## src/hw/rtl/csvfb_pkg.sv

```systemverilog
// ----------------------------------------------------------------------------
// csvfb_pkg
// Shared types, constants and register codes for the CSV field boundary
// scanner.
// ----------------------------------------------------------------------------
package csvfb_pkg;

    // Fixed field widths of the channels
    localparam int WORD_WIDTH      = 64;
    localparam int COUNT_WIDTH     = 4;
    localparam int OFFSET_WIDTH    = 32;
    localparam int LENGTH_WIDTH    = 32;
    localparam int COL_WIDTH       = 11;
    localparam int CFG_INDEX_WIDTH = 8;
    localparam int CFG_DATA_WIDTH  = 16;

    // Parameter defaults
    localparam int DEFAULT_BYTES_PER_WORD = 8;
    localparam int DEFAULT_POSITION_WIDTH = 32;

    // Special bytes
    localparam logic [7:0] QUOTE_BYTE = 8'h22;
    localparam logic [7:0] LF_BYTE    = 8'h0A;
    localparam logic [7:0] CR_BYTE    = 8'h0D;

    // Register indexes
    typedef enum logic [CFG_INDEX_WIDTH-1:0] {
        REG_DELIMITER       = 8'd0,
        REG_QUOTES_ENABLED  = 8'd1,
        REG_MAX_COLUMNS     = 8'd2,
        REG_COUNT_ROWS_ONLY = 8'd3
    } t_reg_index;

    // Register reset values
    localparam logic [7:0]           RST_DELIMITER       = 8'd44;
    localparam logic                 RST_QUOTES_ENABLED  = 1'b1;
    localparam logic [COL_WIDTH-1:0] RST_MAX_COLUMNS     = 11'd1024;
    localparam logic                 RST_COUNT_ROWS_ONLY = 1'b0;

    // Classification of one stream byte
    typedef struct packed {
        logic quote;     // toggles quoted state
        logic delim;     // ends a cell
        logic row_term;  // ends a row
        logic lf_skip;   // LF after CR: moves cell start only
    } t_byte_class;

    // One result
    typedef struct packed {
        logic [OFFSET_WIDTH-1:0] cell_offset;
        logic [LENGTH_WIDTH-1:0] cell_length;
        logic [COL_WIDTH-1:0]    column_index;
        logic                    row_end;
        logic                    cell_kept;
        logic                    row_overflow;
        logic                    last_of_item;
    } t_result;

endpackage

```

## src/hw/rtl/csvfb_byte_class.sv

```systemverilog
// ----------------------------------------------------------------------------
// csvfb_byte_class
// Classifies one stream byte against quoting state and configuration.
// ----------------------------------------------------------------------------
module csvfb_byte_class
    import csvfb_pkg::*;
(
    input  logic [7:0]  i_byte,
    input  logic [7:0]  i_delimiter,
    input  logic        i_quotes_en,
    input  logic        i_inside_quote,
    input  logic        i_rows_only,
    input  logic        i_prev_cr,
    output t_byte_class o_class
);

    logic is_quote;
    logic skip;
    logic is_delim;
    logic is_cr;
    logic is_lf;

    assign is_quote = i_quotes_en && (i_byte == QUOTE_BYTE);
    // quoted text carries no structure
    assign skip     = is_quote || (i_quotes_en && i_inside_quote);
    assign is_delim = !skip && !i_rows_only && (i_byte == i_delimiter);
    assign is_cr    = i_byte == CR_BYTE;
    assign is_lf    = i_byte == LF_BYTE;

    always_comb begin
        o_class.quote    = is_quote;
        o_class.delim    = is_delim;
        o_class.lf_skip  = !skip && !is_delim && is_lf && i_prev_cr;
        o_class.row_term = !skip && !is_delim && (is_cr || (is_lf && !i_prev_cr));
    end

endmodule
```

## config.mk

```make
export PLATFORM = sky130hd
export DESIGN_NAME = csvfb_byte_class
export DESIGN_NICKNAME = d
export VERILOG_FILES = /design/src/hw/rtl/csvfb_pkg.sv /design/src/hw/rtl/csvfb_byte_class.sv
export SDC_FILE = /design/constraint.sdc
export NUM_CORES = 1
export LEC_CHECK = 0
export BUFFER_PORTS_ARGS = -buffer_cell sky130_fd_sc_hd__clkbuf_2
export CAP_MARGIN = 10
export CORE_AREA = 2 2 39 41
export DETAILED_ROUTE_END_ITERATION = 16
export DIE_AREA = 0 0 41 43
export GPL_TIMING_DRIVEN = 0
export MAX_ROUTING_LAYER = met4
export PLACE_DENSITY = 0.53
export SYNTH_ARGS = -nofsm -noshare
export SYNTH_HDL_FRONTEND = slang
export SYNTH_SLANG_ARGS = --single-unit
export TNS_END_PERCENT = 10
```

## constraint.sdc

```tcl
create_clock -name vclk -period 2
set_clock_uncertainty 0.05 [all_clocks]
set_input_delay 0.3 -clock vclk [all_inputs]
set_output_delay 0.3 -clock vclk [all_outputs]
set_load 0.03 [all_outputs]
```

==> Yosys cells after proc, flatten, opt, wreduce, memory -nomap -nowiden <==
Cells that the tools add are included.
W data, S select, Z words.
{ "classes": {"n_eq_ne": 4, "n_reduce_logical": 15} }
{ "ops": {"columns": ["op", "count"], "rows": [
  ["$eq A8 B4 Y1 const B", 2],
  ["$logic_and A1 B1 Y1", 9],
  ["$eq A8 B6 Y1 const B", 1],
  ["$eq A8 B8 Y1", 1],
  ["$logic_not A1 Y1", 4],
  ["$logic_or A1 B1 Y1", 2]
]} }
{ "totals": {"regBits": 0, "in_bits": 20} }

==> Logic depth before layout (Yosys ltp) <==
{ "logic_depth": {"depth_word": 10, "mapped_depth": 4, "mapped_depth_nobuf": 3} }

==> Least setup slack after synthesis <==
Ideal clock, no wire load.
{ "synth_timing": {"kind": "input port to output port", "start": "in i_byte[0]", "end": "out o_class[1] (netlist name)", "t_arrival_ps": 1652, "required_time_ps": 1650, "path_slack_ps": -2, "stages": 3, "path_buffers": 0, "path_cell_list": "or3b_1 o21a_1 a311oi_1"} }
{ "synth_lines": {"columns": ["item", "line_no", "rtl"], "rows": [
  ["start: declaration", "csvfb_byte_class.sv:8", "input logic [7:0] i_byte,"],
  ["end: declaration", "csvfb_byte_class.sv:14", "output t_byte_class o_class"]
]} }

==> Final worst setup path <==
{ "layout_timing": {"start": "in i_byte[4]", "end": "out o_class[2] (netlist name)"} }
{ "layout_via": {"elab_chain_len": 6, "word_cells_on_any_way": 7} }
{ "layout_rtl": {"columns": ["item", "line_no", "rtl"], "rows": [
  ["$eq A8 B6 Y1", "csvfb_byte_class.sv:23", "assign is_quote = i_quotes_en && (i_byte == QUOTE_BYTE);"],
  ["$logic_and A1 B1 Y1", "csvfb_byte_class.sv:23", null],
  ["$logic_or A1 B1 Y1", "csvfb_byte_class.sv:25", "assign skip = is_quote || (i_quotes_en && i_inside_quote);"],
  ["$logic_not A1 Y1", "csvfb_byte_class.sv:26", "assign is_delim = !skip && !i_rows_only && (i_byte == i_delimiter);"],
  ["$logic_and A1 B1 Y1", "csvfb_byte_class.sv:26", null],
  ["$logic_and A1 B1 Y1 *", "csvfb_byte_class.sv:26", null]
]} }
Every way passes the cells marked *; elsewhere a longest branch is shown, timed or not.

==> impl_metrics.py <==
metrics = {
    "grt": {
        "grt_busiest_layer": "met2",
        "grt_max_degree": 5,
        "met3_usage": 0.00524,
        "grt_usage": 0.0829,
        "grt_overflow": 0,
        "grt_use_met1": 0.117,
        "grt_pass1_wl_um": 1080,
        "grt_pass1_vias": 289,
        "grtUsageMet2": 0.134,
        "antenna_found_initial": 0,
    },
    "detailed_routing": {
        "detail-route-antenna-nets": 0,
        "drc": 0,
        "first_pass_iters": 4,
        "drt-total-wl_um": 636,
        "first_iter_violations": 1,
        "dr_total_vias": 310,
        "vias_per_cell": 4.37,
        "routedWlPerCell_um": 8.96,
    },
    "final_layout": {
        "nets": 77,
        "diodes": 0,
        "multi_input_area_um2": 214,
        "final_common_cell": "clkbuf_2",
        "area_growth_pct": 70.1,
        "final-seq-area_um2": 0,
        "seq_cells": 0,
        "final_util": 0.272,
        "layout.clock_buffers": 0,
        "instances_no_fill": 71,
        "num-fill-cells": 162,
        "most-common-layout-cells": "24 x clkbuf_2, 8 x xor2_1, 2 x inv_1, 2 x nor3_1, 2 x buf_4",
        "drive_gt1_frac": 0.527,
    },
    "timing": {
        "hold_violations": 0,
        "fmax_mhz": 514,
        "tightest_slew_ps": 391,
        "slew_violations": 0,
        "max-slew-margin-rel": 0.737,
        "tns_ps": 0,
        "rsz0062_at_grt": "false",
        "period_needed_ps": 1940,
        "setup_viol": 0,
        "setup_ws_ps": 55.3,
        "period_share": 0.972,
    },
    "worst_hold_path": {
        "hp-class": "in2out",
        "min_path_cells": 4,
    },
    "critical_path": {
        "worstSetupPathType": "in2out",
        "path_max_fanout": 3,
        "worstPathArrival_ps": 1590,
        "endpoint_kind": "output pin",
        "cp-start-kind": "primary input",
        "cp.required_ps": 1650,
    },
    "die": {
        "coreArea_um2": 1380,
        "fp.dieW_um": 41,
        "die_y_um": 43,
        "die_area_um2": 1760,
        "rows": 14,
        "initial_utilization": 0.160,
        "ios": 24,
    },
    "power_and_ir_drop": {
        "leakagePower_nw": 0.190,
        "powerDensity_nw_per_um2": 153,
        "vdd_drop_max_mv": 0.0353,
        "power_uw": 57.5,
    },
    "place": {
        "dp_hpwl_um": 600,
        "dp_cells": 71,
        "place.gp.congestion": 0.722,
        "port_buffers": 24,
        "place_ws_ps": 34.6,
    },
    "synth": {
        "ys_warn_count": 0,
        "avgSynthCellArea_um2": 7.14,
        "synth-seq-area-share": 0,
        "synth_area_um2": 221,
        "syn-instance-count": 31,
        "ys_types": 20,
        "syn-num-nets": 51,
    },
    "flow_run": {
        "cap_violations": 0,
    },
    "run_status": {
        "status": "finished clean",
    },
    "clocking": {
        "hold_buffers": 0,
    },
}
## report_power, final
| group | switching [mW] | leakage, nW | internal, mW | total, mW |
|---|---|---|---|---|
| clock network | 0 | 0 | 0 | 0 |
| logic | 0.0284 | 0.190 | 0.0291 | 0.0575 |
| registers | 0 | 0 | 0 | 0 |
## cells by family after synthesis
| family | Yosys count | synth area share |
|---|---|---|
| xor+xnor | 8 | 0.316 |
| simple gates | 14 | 0.390 |
| buf+inv | 4 | 0.102 |
| compound gates | 5 | 0.192 |
## timing repair
item | 4_1_cts | 5_1_grt
endpoints found under the setup margin | 0 | 1
resized for setup | 0 | 2
setup buffers | 0 | 0
## critical path, stage by stage
cell	delay (ps)
clkbuf_2	100
or3_1	390
o31a_1	280
o2111a_1	230
buf_4	120
clkbuf_2	170
## final timing paths
check | slack [ps] | startpoint | to
worst max-delay path | 60 | i_byte[4] | o_class[2]
worst min-delay path | 980 | i_prev_cr | o_class[1]
## synth_stat cells, types with 2 or more instances
master  n  area (um2)
inv_1   2        7.51
nor3_1  2        10.0
buf_4   2        15.0
nor4_1  2        12.5
xor2_1  8        70.1
## layout make-up
type | instances | share of cell area
multi-input combinational | 27 | 0.568
timing repair buffer | 24 | 0.319
tap | 16 | 0.0532
buffer | 2 | 0.0399
inverter | 2 | 0.0199
## metal layers
metal | vias to the layer above | routed length (um)
met2 | 11 | 310
li1 | 164 | -
met4 | 0 | 0
met3 | 0 | 51
met1 | 135 | 274
met5 | - | 0
## through the flow
step,area (um2),hold slack (ps)
2_1_floorplan,228,743
3_3_place_gp,368,990
3_5_place_dp,368,993
4_1_cts,368,995
5_1_grt,377,1010
6_report,377,983
Power figures use the tool's default switching activity.
